<file path="src/design/ssmp_pkg.sv">
// Shared types and constants for the servo motion profiler.
`timescale 1ns / 1ps
`default_nettype none
package ssmp_pkg;
    localparam int unsigned PW_W  = 12;
    localparam int unsigned DUR_W = 16;
    localparam int unsigned LVL_W = 13;
    localparam logic [PW_W-1:0]  PW_RESET      = 12'd1500;
    localparam logic [DUR_W-1:0] DUR_RESET     = 16'd100;
    localparam logic [DUR_W-1:0] DUR_MIN       = 16'd100;
    localparam logic [PW_W-1:0]  MIN_PW_RESET  = 12'd500;
    localparam logic [PW_W-1:0]  MAX_PW_RESET  = 12'd2500;
    localparam logic [DUR_W-1:0] MAX_DUR_RESET = 16'd5000;
    // ceil(2^26 * 39062 / 20000); (pw * LEVEL_MUL) >> 26 is the exact floor for 12-bit pw
    localparam logic [26:0] LEVEL_MUL   = 27'd131070323;
    localparam logic [9:0]  US_PER_MS   = 10'd1000;

    typedef enum logic [1:0] {
        REG_MIN_PW  = 2'd0,
        REG_MAX_PW  = 2'd1,
        REG_MAX_DUR = 2'd2
    } t_reg_idx;

    localparam logic MODE_CMD  = 1'b0;
    localparam logic MODE_TICK = 1'b1;

    typedef struct packed {
        logic        mode;
        logic [3:0]  servo_select;
        logic [11:0] pw_req;
        logic [15:0] dur_req;
        logic [31:0] time_now_us;
    } t_in_item;

    typedef struct packed {
        logic [3:0]  servo_id;
        logic [12:0] pwm_level;
        logic        still_moving;
        logic        last_of_run;
    } t_out_item;

    function automatic logic [11:0] clamp12(input logic [11:0] v, input logic [11:0] lo,
                                            input logic [11:0] hi);
        logic [11:0] r;
        begin
            if (v < lo) r = lo;
            else if (v > hi) r = hi;
            else r = v;
            return r;
        end
    endfunction
endpackage
`default_nettype wire

</file>
<file path="src/design/servo_scurve_motion_profiler.sv">
// Top level: configuration registers, front queue and back end.
// Usage: push command or tick items when full is low; results appear as a queue
// (empty/pop). A command is applied and gives no result. A tick walks the
// servos in order: an idle servo is skipped without a result, a servo whose move
// has run out snaps to its target, and an interpolating servo runs through the
// 48-step restoring divider; after each result beat the walk waits for pop.
// The back end takes each item from the front queue only while it is idle.
// A two-entry input queue lets pushes continue while results stall.
// While empty is low and pop is low the result and the walk hold.
// Reset (synchronous, active low) puts all servos idle at 1500 us and loads
// the register defaults 500, 2500 and 5000.
// Configuration writes are taken at any edge with wr_en high.
`timescale 1ns / 1ps
`default_nettype none
module servo_scurve_motion_profiler #(
    parameter int unsigned SERVO_COUNT = 5
) (
    input  wire logic                i_clk,
    input  wire logic                i_rst_n,
    input  wire logic                push,
    output logic                     full,
    input  wire ssmp_pkg::t_in_item  i_item,
    output logic                     empty,
    input  wire logic                pop,
    output ssmp_pkg::t_out_item      o_item,
    input  wire logic                i_wr_en,
    input  wire logic [1:0]          i_wr_idx,
    input  wire logic [15:0]         i_wr_data
);
    import ssmp_pkg::*;

    logic [11:0] r_min_pw, r_max_pw;
    logic [15:0] r_max_dur;
    logic        w_fv, w_take, w_rv;
    t_in_item    w_fitem;

    always_ff @(posedge i_clk) begin
        if (!i_rst_n) begin
            r_min_pw  <= MIN_PW_RESET;
            r_max_pw  <= MAX_PW_RESET;
            r_max_dur <= MAX_DUR_RESET;
        end else if (i_wr_en) begin
            unique case (t_reg_idx'(i_wr_idx))
                REG_MIN_PW:  r_min_pw  <= i_wr_data[11:0];
                REG_MAX_PW:  r_max_pw  <= i_wr_data[11:0];
                REG_MAX_DUR: r_max_dur <= i_wr_data;
                default: ;
            endcase
        end
    end

    ssmp_front u_front (
        .i_clk(i_clk), .i_rst_n(i_rst_n), .push(push), .full(full), .i_in(i_item),
        .o_valid(w_fv), .o_item(w_fitem), .i_take(w_take)
    );

    ssmp_back #(.SERVO_COUNT(SERVO_COUNT)) u_back (
        .i_clk(i_clk), .i_rst_n(i_rst_n), .i_valid(w_fv), .i_item(w_fitem),
        .o_take(w_take), .i_min_pw(r_min_pw), .i_max_pw(r_max_pw),
        .i_max_dur(r_max_dur), .o_res_valid(w_rv), .o_res(o_item), .i_res_pop(pop)
    );

    assign empty = !w_rv;
endmodule
`default_nettype wire

</file>
<file path="src/design/ssmp_front.sv">
// Front end: input acceptance and a two-entry item queue.
`timescale 1ns / 1ps
`default_nettype none
module ssmp_front (
    input  wire logic              i_clk,
    input  wire logic              i_rst_n,
    input  wire logic              push,
    output logic                   full,
    input  wire ssmp_pkg::t_in_item i_in,
    output logic                   o_valid,
    output ssmp_pkg::t_in_item     o_item,
    input  wire logic              i_take
);
    import ssmp_pkg::*;

    t_in_item   r_q [2];
    logic       r_wp, r_rp;
    logic [1:0] r_cnt;

    assign full    = (r_cnt == 2'd2);
    assign o_valid = (r_cnt != 2'd0);
    assign o_item  = r_q[r_rp];

    always_ff @(posedge i_clk) begin
        if (push && !full) r_q[r_wp] <= i_in;
        if (!i_rst_n) begin
            r_wp  <= 1'b0;
            r_rp  <= 1'b0;
            r_cnt <= 2'd0;
        end else begin
            if (push && !full) r_wp <= ~r_wp;
            if (i_take && o_valid) r_rp <= ~r_rp;
            r_cnt <= r_cnt + {1'b0, push && !full} - {1'b0, i_take && o_valid};
        end
    end
endmodule
`default_nettype wire

</file>
<file path="src/design/ssmp_divider.sv">
// Restoring divider: (elapsed << 16) / dur_us, one quotient bit a cycle.
`timescale 1ns / 1ps
`default_nettype none
module ssmp_divider (
    input  wire logic        i_clk,
    input  wire logic        i_rst_n,
    input  wire logic        i_start,
    input  wire logic [31:0] i_num,
    input  wire logic [25:0] i_den,
    output logic             o_done,
    output logic [15:0]      o_quo
);
    logic [47:0] r_num;
    logic [26:0] r_rem;
    logic [15:0] r_quo;
    logic [25:0] r_den;
    logic [5:0]  r_cnt;
    logic        r_busy;
    logic [26:0] w_sh;
    logic [27:0] w_diff;

    // quotient is known < 2^16, so only the low 16 bits are kept
    assign w_sh   = {r_rem[25:0], r_num[47]};
    assign w_diff = {1'b0, w_sh} - {2'b00, r_den};
    assign o_quo  = r_quo;

    always_ff @(posedge i_clk) begin
        if (!i_rst_n) begin
            r_busy <= 1'b0;
            o_done <= 1'b0;
            r_cnt  <= 6'd0;
        end else begin
            o_done <= !i_start && r_busy && (r_cnt == 6'd1);
            if (i_start) begin
                r_busy <= 1'b1;
                r_cnt  <= 6'd48;
                r_num  <= {i_num, 16'd0};
                r_den  <= i_den;
                r_rem  <= 27'd0;
                r_quo  <= 16'd0;
            end else if (r_busy) begin
                r_num <= {r_num[46:0], 1'b0};
                if (!w_diff[27]) begin
                    r_rem <= w_diff[26:0];
                    r_quo <= {r_quo[14:0], 1'b1};
                end else begin
                    r_rem <= w_sh;
                    r_quo <= {r_quo[14:0], 1'b0};
                end
                r_cnt <= r_cnt - 6'd1;
                if (r_cnt == 6'd1) r_busy <= 1'b0;
            end
        end
    end
endmodule
`default_nettype wire

</file>
<file path="src/design/ssmp_back.sv">
// Back end: servo state, command execution and the tick walk with easing.
`timescale 1ns / 1ps
`default_nettype none
module ssmp_back #(
    parameter int unsigned SERVO_COUNT = 5
) (
    input  wire logic               i_clk,
    input  wire logic               i_rst_n,
    input  wire logic               i_valid,
    input  wire ssmp_pkg::t_in_item i_item,
    output logic                    o_take,
    input  wire logic [11:0]        i_min_pw,
    input  wire logic [11:0]        i_max_pw,
    input  wire logic [15:0]        i_max_dur,
    output logic                    o_res_valid,
    output ssmp_pkg::t_out_item     o_res,
    input  wire logic               i_res_pop
);
    import ssmp_pkg::*;
    localparam int unsigned IW = (SERVO_COUNT > 1) ? $clog2(SERVO_COUNT) : 1;

    typedef enum logic [8:0] {
        S_IDLE = 9'b000000001,
        S_SCAN = 9'b000000010,
        S_DUR  = 9'b000000100,
        S_DIV  = 9'b000001000,
        S_SQ   = 9'b000010000,
        S_MUL  = 9'b000100000,
        S_POS  = 9'b001000000,
        S_LVL  = 9'b010000000,
        S_OUT  = 9'b100000000
    } t_state;

    t_state r_state;
    logic [11:0] r_tgt [SERVO_COUNT];
    logic [11:0] r_spw [SERVO_COUNT];
    logic [11:0] r_cur [SERVO_COUNT];
    logic [15:0] r_mdur [SERVO_COUNT];
    logic [31:0] r_stime [SERVO_COUNT];
    logic [SERVO_COUNT-1:0] r_mov;

    logic [IW-1:0] r_idx;
    logic [31:0]   r_now, r_el;
    logic [25:0]   r_dus;
    logic [16:0]   r_e;
    logic [12:0]   r_delta;
    logic [29:0]   r_prod;
    logic [11:0]   r_pw;
    logic          r_still, r_div_go;
    logic [12:0]   r_lvl;
    logic          r_snap;
    logic [15:0]   w_quo;
    logic          w_done;

    ssmp_divider u_div (
        .i_clk(i_clk), .i_rst_n(i_rst_n), .i_start(r_div_go),
        .i_num(r_el), .i_den(r_dus), .o_done(w_done), .o_quo(w_quo)
    );

    // any moving servo past the walk position
    logic [SERVO_COUNT-1:0] w_rest;
    logic                   w_more;
    always_comb begin
        for (int k = 0; k < SERVO_COUNT; k++)
            w_rest[k] = r_mov[k] && (k > int'(r_idx));
        w_more = |w_rest;
    end

    logic [11:0] w_ctgt;
    logic [15:0] w_cdur;
    logic [15:0] w_q;
    logic [31:0] w_sq;
    logic [12:0] w_mag;
    logic [29:0] w_pm;
    logic [13:0] w_pos;
    logic [11:0] w_pos12;
    logic [38:0] w_lvl;
    always_comb begin
        w_ctgt = clamp12(i_item.pw_req, i_min_pw, i_max_pw);
        if (i_item.dur_req < DUR_MIN) w_cdur = DUR_MIN;
        else if (i_item.dur_req > i_max_dur) w_cdur = i_max_dur;
        else w_cdur = i_item.dur_req;
        w_q  = w_quo[15] ? (16'd0 - w_quo) : w_quo;
        w_sq = {16'd0, w_q} * {16'd0, w_q};
        w_mag = r_delta[12] ? (13'd0 - r_delta) : r_delta;
        w_pm  = {17'd0, w_mag} * {13'd0, r_e};
        if (r_delta[12]) w_pos = {2'b00, r_spw[r_idx]} - {2'b00, r_prod[27:16]};
        else             w_pos = {2'b00, r_spw[r_idx]} + {1'b0, r_prod[28:16]};
        if (w_pos[13]) w_pos12 = 12'd0;
        else if (w_pos[12]) w_pos12 = 12'hFFF;
        else w_pos12 = w_pos[11:0];
        w_lvl = {27'd0, r_pw} * {12'd0, LEVEL_MUL};
    end

    assign o_take = (r_state == S_IDLE) && i_valid;
    assign o_res_valid = (r_state == S_OUT);
    assign o_res.servo_id = 4'(r_idx);
    assign o_res.pwm_level = r_lvl;
    assign o_res.still_moving = r_still;
    assign o_res.last_of_run = !w_more;

    always_ff @(posedge i_clk) begin
        if (!i_rst_n) begin
            r_state  <= S_IDLE;
            r_mov    <= '0;
            r_idx    <= '0;
            r_div_go <= 1'b0;
            for (int k = 0; k < SERVO_COUNT; k++) begin
                r_tgt[k] <= PW_RESET;
                r_spw[k] <= PW_RESET;
                r_cur[k] <= PW_RESET;
                r_mdur[k] <= DUR_RESET;
                r_stime[k] <= 32'd0;
            end
        end else begin
            r_div_go <= (r_state == S_DUR) && !({6'd0, r_dus} <= r_el);
            unique case (r_state)
                S_IDLE: begin
                    if (i_valid) begin
                        if (i_item.mode == MODE_CMD) begin
                            if (32'(i_item.servo_select) < SERVO_COUNT) begin
                                r_tgt[IW'(i_item.servo_select)] <= w_ctgt;
                                r_mdur[IW'(i_item.servo_select)] <= w_cdur;
                                r_spw[IW'(i_item.servo_select)] <=
                                    r_cur[IW'(i_item.servo_select)];
                                r_stime[IW'(i_item.servo_select)] <= i_item.time_now_us;
                                r_mov[IW'(i_item.servo_select)] <= 1'b1;
                            end
                        end else begin
                            r_now   <= i_item.time_now_us;
                            r_idx   <= '0;
                            r_state <= S_SCAN;
                        end
                    end
                end
                S_SCAN: begin
                    if (r_mov[r_idx]) begin
                        r_el  <= r_now - r_stime[r_idx];
                        r_dus <= {10'd0, r_mdur[r_idx]} * {16'd0, US_PER_MS};
                        r_state <= S_DUR;
                    end else if (32'(r_idx) + 1 < SERVO_COUNT) begin
                        r_idx <= r_idx + IW'(1);
                    end else begin
                        r_state <= S_IDLE;
                    end
                end
                S_DUR: begin
                    r_delta <= {1'b0, r_tgt[r_idx]} - {1'b0, r_spw[r_idx]};
                    if ({6'd0, r_dus} <= r_el) begin
                        r_snap <= 1'b1;
                        r_pw <= r_tgt[r_idx];
                        r_state <= S_LVL;
                    end else begin
                        r_snap <= 1'b0;
                        r_state <= S_DIV;
                    end
                end
                S_DIV: begin
                    if (w_done) begin
                        if (!w_quo[15]) r_e <= {2'b00, w_sq[29:15]};
                        else r_e <= 17'h10000 - {1'b0, w_sq[30:15]};
                        r_state <= S_SQ;
                    end
                end
                S_SQ: begin
                    r_prod <= w_pm;
                    r_state <= S_MUL;
                end
                S_MUL: r_state <= S_POS;
                S_POS: begin
                    r_pw <= clamp12(w_pos12, i_min_pw, i_max_pw);
                    r_state <= S_LVL;
                end
                S_LVL: begin
                    r_cur[r_idx] <= r_pw;
                    r_still <= !r_snap;
                    if (r_snap) r_mov[r_idx] <= 1'b0;
                    r_lvl <= w_lvl[38:26];
                    r_state <= S_OUT;
                end
                S_OUT: begin
                    if (i_res_pop) begin
                        if (w_more) begin
                            r_idx <= r_idx + IW'(1);
                            r_state <= S_SCAN;
                        end else r_state <= S_IDLE;
                    end
                end
                default: r_state <= S_IDLE;
            endcase
        end
    end
endmodule
`default_nettype wire

</file>
<file path="config.mk">
export PLATFORM = sky130hd
export DESIGN_NAME = servo_scurve_motion_profiler
export DESIGN_NICKNAME = d
export VERILOG_FILES = /design/src/design/ssmp_pkg.sv /design/src/design/servo_scurve_motion_profiler.sv /design/src/design/ssmp_front.sv /design/src/design/ssmp_divider.sv /design/src/design/ssmp_back.sv
export SDC_FILE = /design/constraint.sdc
export NUM_CORES = 2
export LEC_CHECK = 0
export ABC_AREA = 0
export BUFFER_PORTS_ARGS = -buffer_cell sky130_fd_sc_hd__buf_2
export CAP_MARGIN = 10
export CORE_MARGIN = 5
export CORE_UTILIZATION = 31
export CTS_CLUSTER_DIAMETER = 40
export CTS_CLUSTER_SIZE = 20
export DETAILED_ROUTE_END_ITERATION = 10
export PLACE_DENSITY = 0.42
export SYNTH_ARGS = -nofsm -noshare
export SYNTH_HDL_FRONTEND = slang
export SYNTH_SLANG_ARGS = --single-unit
</file>
<file path="constraint.sdc">
create_clock -name i_clk -period 16.5 [get_ports i_clk]
set_input_delay 0.825 -clock i_clk [delete_from_list [all_inputs] [get_ports i_clk]]
set_output_delay 0.825 -clock i_clk [all_outputs]
set_load 0.02 [all_outputs]
</file>
==> run metrics <==
DRC viols=0; Critical Path Fanout Max=15; Area growth syn-to-layout=15.00%; drt pass-1 iters=5; status=complete, no violations; number of port buffers=107; Compound-Gate Fraction of Synth Area=6.515%; Die Ht=492.9 um; Worst-Skew Late Latency=0.79 ns; Tot Pwr=0.008819 W; mux contribution to synthesized area=7.988%; relative slew slack=18.11%; CP arrival=11.56 ns; CTS max path bufs=3; Max Freq=90.51 MHz; Setup CP Type=register to register; slowest stage cell, crit path=or4b_2; max_cap viols=0; final setup violation count=0; CTS root buf=clkbuf_16; Final Hold Vio Count=0; WP data required=17.01 ns; Die W=492.9 um; worst vdd ir=0.0001256 V; Yosys cell types=87; largest family of logic cells by synthesized area=adder cells; commonest non-fill, non-tap cell in the layout=edfxtp_1; ys async rst share=0%; Cell Area, Synth=72290 um^2; fraction of layout cells with a size suffix above 1=12.16%; initial antenna violation count=7; Num CTS Buffers=168; largest net degree at the start of global routing=97; Post-Synth Simple-Gate Area=9.411%; IO Pins=109; syn avg cell area=12.26 um^2; FF+latch count, synth=1130; setup tns final=0 ns; first-pass GRT wire length=296700 um; CTS Sinks=1130; Post-CTS Setup Inserts=0; sequential area share after synthesis=45.92%; drt wl/cell=20.47 um; crit-path max cell delay=0.63 ns; DRT antenna net count=0; WHS=0.2207 ns; site row count=177; Tcrit/Tclk final=66.96%; Filler cells=22850; Vias=45076; Slew Limit Fails=0; power per cell area=106.1 nW/um^2; H-tree levels=4; M2 GR Usage=25.09%; grt total ovfl=0; Gates resized, CTS repair=0; gr busiest metal=met2; Worst Setup End Kind=register; GP Congestion=0.8204; top_reg_cell synth=edfxtp_1; CTS tree=built; DR iter-0 viols=2596; worst min-delay path class=primary input to register; most frequent cells in the layout=1056 x edfxtp_1, 809 x inv_1, 505 x fa_1, 497 x ha_1, 475 x nand2_1; RSZ-0062 raised after global routing=false; Leak=33.37 nW; CORE AREA=232300 um^2; fin crit period=11.05 ns; Worst-path clk slew=0.06 ns; xor and xnor fraction of the mapped netlist area=2.145%; Layout Skew=0.04372 ns; number of global-route vias before repair=47753; met1 Usage GRT=23.21%; Worst Max-Slew Pin Slew=1.224 ns; cells after synthesis=5898; Post-Synth Adder-Cell Area=22.59%; met3 Use GR=2.645%; Initial Utilization=31.12%; Total Wirelength=193300 um; Post-CTS Hold Buffers=0; Ys Warns=0; cell mode on critical path=fa_1; Final nets=7349; full die area=242900 um^2; gr usage total=15.96%; EDFF count, synth=1056; Startpoint Class=register; routed vias/inst=4.772; DP Wirelength=137900 um
==> synth_stat cells, types with 41 or more instances <==
cell | count | share of area (%)
ha_1 | 497 | 8.6
xor2_1 | 52 | 0.63
xnor2_1 | 125 | 1.5
o21ai_0 | 102 | 0.71
nor2_1 | 417 | 2.2
mux2_2 | 101 | 1.6
inv_1 | 809 | 4.2
a21oi_1 | 182 | 1.3
nand2_1 | 485 | 2.5
nand3_1 | 75 | 0.52
and2_1 | 70 | 0.61
edfxtp_1 | 1056 | 44
clkbuf_1 | 174 | 0.90
mux2i_1 | 137 | 1.9
nor3_1 | 113 | 0.78
buf_1 | 43 | 0.22
fa_1 | 505 | 14
a21o_1 | 84 | 0.87
dfxtp_1 | 74 | 2.0
a22oi_1 | 41 | 0.43
nor2b_1 | 94 | 0.81
mux4_2 | 144 | 4.5
==> final cells by class <==
| class | count | area (um^2) | share of cell area, % |
|---|---|---|---|
| antenna | 2 | 5.005 | 0.006021 |
| clock buffer | 193 | 4456 | 5.360 |
| clock inverter | 118 | 1246 | 1.499 |
| inverter | 815 | 3059 | 3.680 |
| multi-input combinational | 3955 | 36170 | 43.51 |
| sequential | 1130 | 33210 | 39.95 |
| tap | 3043 | 3807 | 4.580 |
| timing repair buffer | 189 | 1172 | 1.410 |
==> flip-flops by register name, indices dropped and copies added (netlist names), 23 cells and up, named ones only <==
| register | flops |
|---|---|
| u_back.r_stime | 256 |
| u_front.r_q | 130 |
| u_back.r_mdur | 128 |
| u_back.r_cur | 96 |
| u_back.r_spw | 96 |
| u_back.r_tgt | 96 |
| u_back.r_el | 32 |
| u_back.r_now | 32 |
| u_back.u_div.r_num | 32 |
| u_back.u_div.r_rem | 26 |
| u_back.r_dus | 23 |
| u_back.u_div.r_den | 23 |
==> worst max-delay path: cells and delay by family, from the launching register on <==
family	cells	cell delay [ns]
AO/OA/AOI/OAI	4	0.94
XOR/XNOR	2	0.65
adder cells (fa/ha/maj)	8	3.81
buffers and inverters	5	1.29
flip-flops	1	0.51
AND/OR/NAND/NOR	9	3.55
==> power by group <==
| part | leakage (nW) | total [W] | switching [W] | internal, W |
|---|---|---|---|---|
| Combinational | 20.2 | 0.00165 | 0.00103 | 0.000622 |
| Clock | 2.75 | 0.00358 | 0.00140 | 0.00218 |
| Sequential | 10.4 | 0.00359 | 0.0000803 | 0.00351 |
==> metrics by stage <==
| stage | cells | area, um^2 | setup WS (ns) | util [%] |
|---|---|---|---|---|
| after CTS | 9442 | 83110 | 5.384 | 35.77 |
| after floorplan | 6125 | 73140 | 6.848 | - |
| after global placement | 9131 | 77410 | 5.644 | 33.32 |
| final | 9445 | 83130 | 5.451 | 35.78 |
| after global routing | 9444 | 83120 | 4.736 | 35.78 |
| after detailed placement | 9131 | 77410 | 5.430 | 33.32 |
==> path summary, 6_finish.rpt <==
| check | from | to | slack [ns] | cells past startpoint |
|---|---|---|---|---|
| max | u_back.u_div.o_quo[0] | u_back.r_e[13] | 5.45 | 28 |
| min reg2reg | u_back.r_dus[7] | u_back.u_div.r_den[7] | 0.48 | 0 |
| min | i_item[17] | u_front.r_q[0][17] | 0.22 | 1 |
| max reg2reg | u_back.u_div.o_quo[0] | u_back.r_e[13] | 5.45 | 28 |
==> kinds of logic (layout without fill, tap and decap cells) <==
logic type | Yosys count | count (layout)
flops | 1130 | 1130
mux | 383 | 383
xor+xnor | 177 | 177
other cells | 2 | 231
simple gates | 1460 | 1460
compound gates | 704 | 704
buf+inv | 1040 | 1315
fa+ha+maj | 1002 | 1002
==> metal layers <==
layer  share of wire (%)  vias to the layer above  wire, um
met4                 1.9                        4      3606
met1                  48                    22937     93750
met3                 4.5                      227      8702
li1                    -                    21069         -
met2                  45                      839     87240
met5               0.014                        -        27
Note: power is estimated with default switching activity, not from simulation.
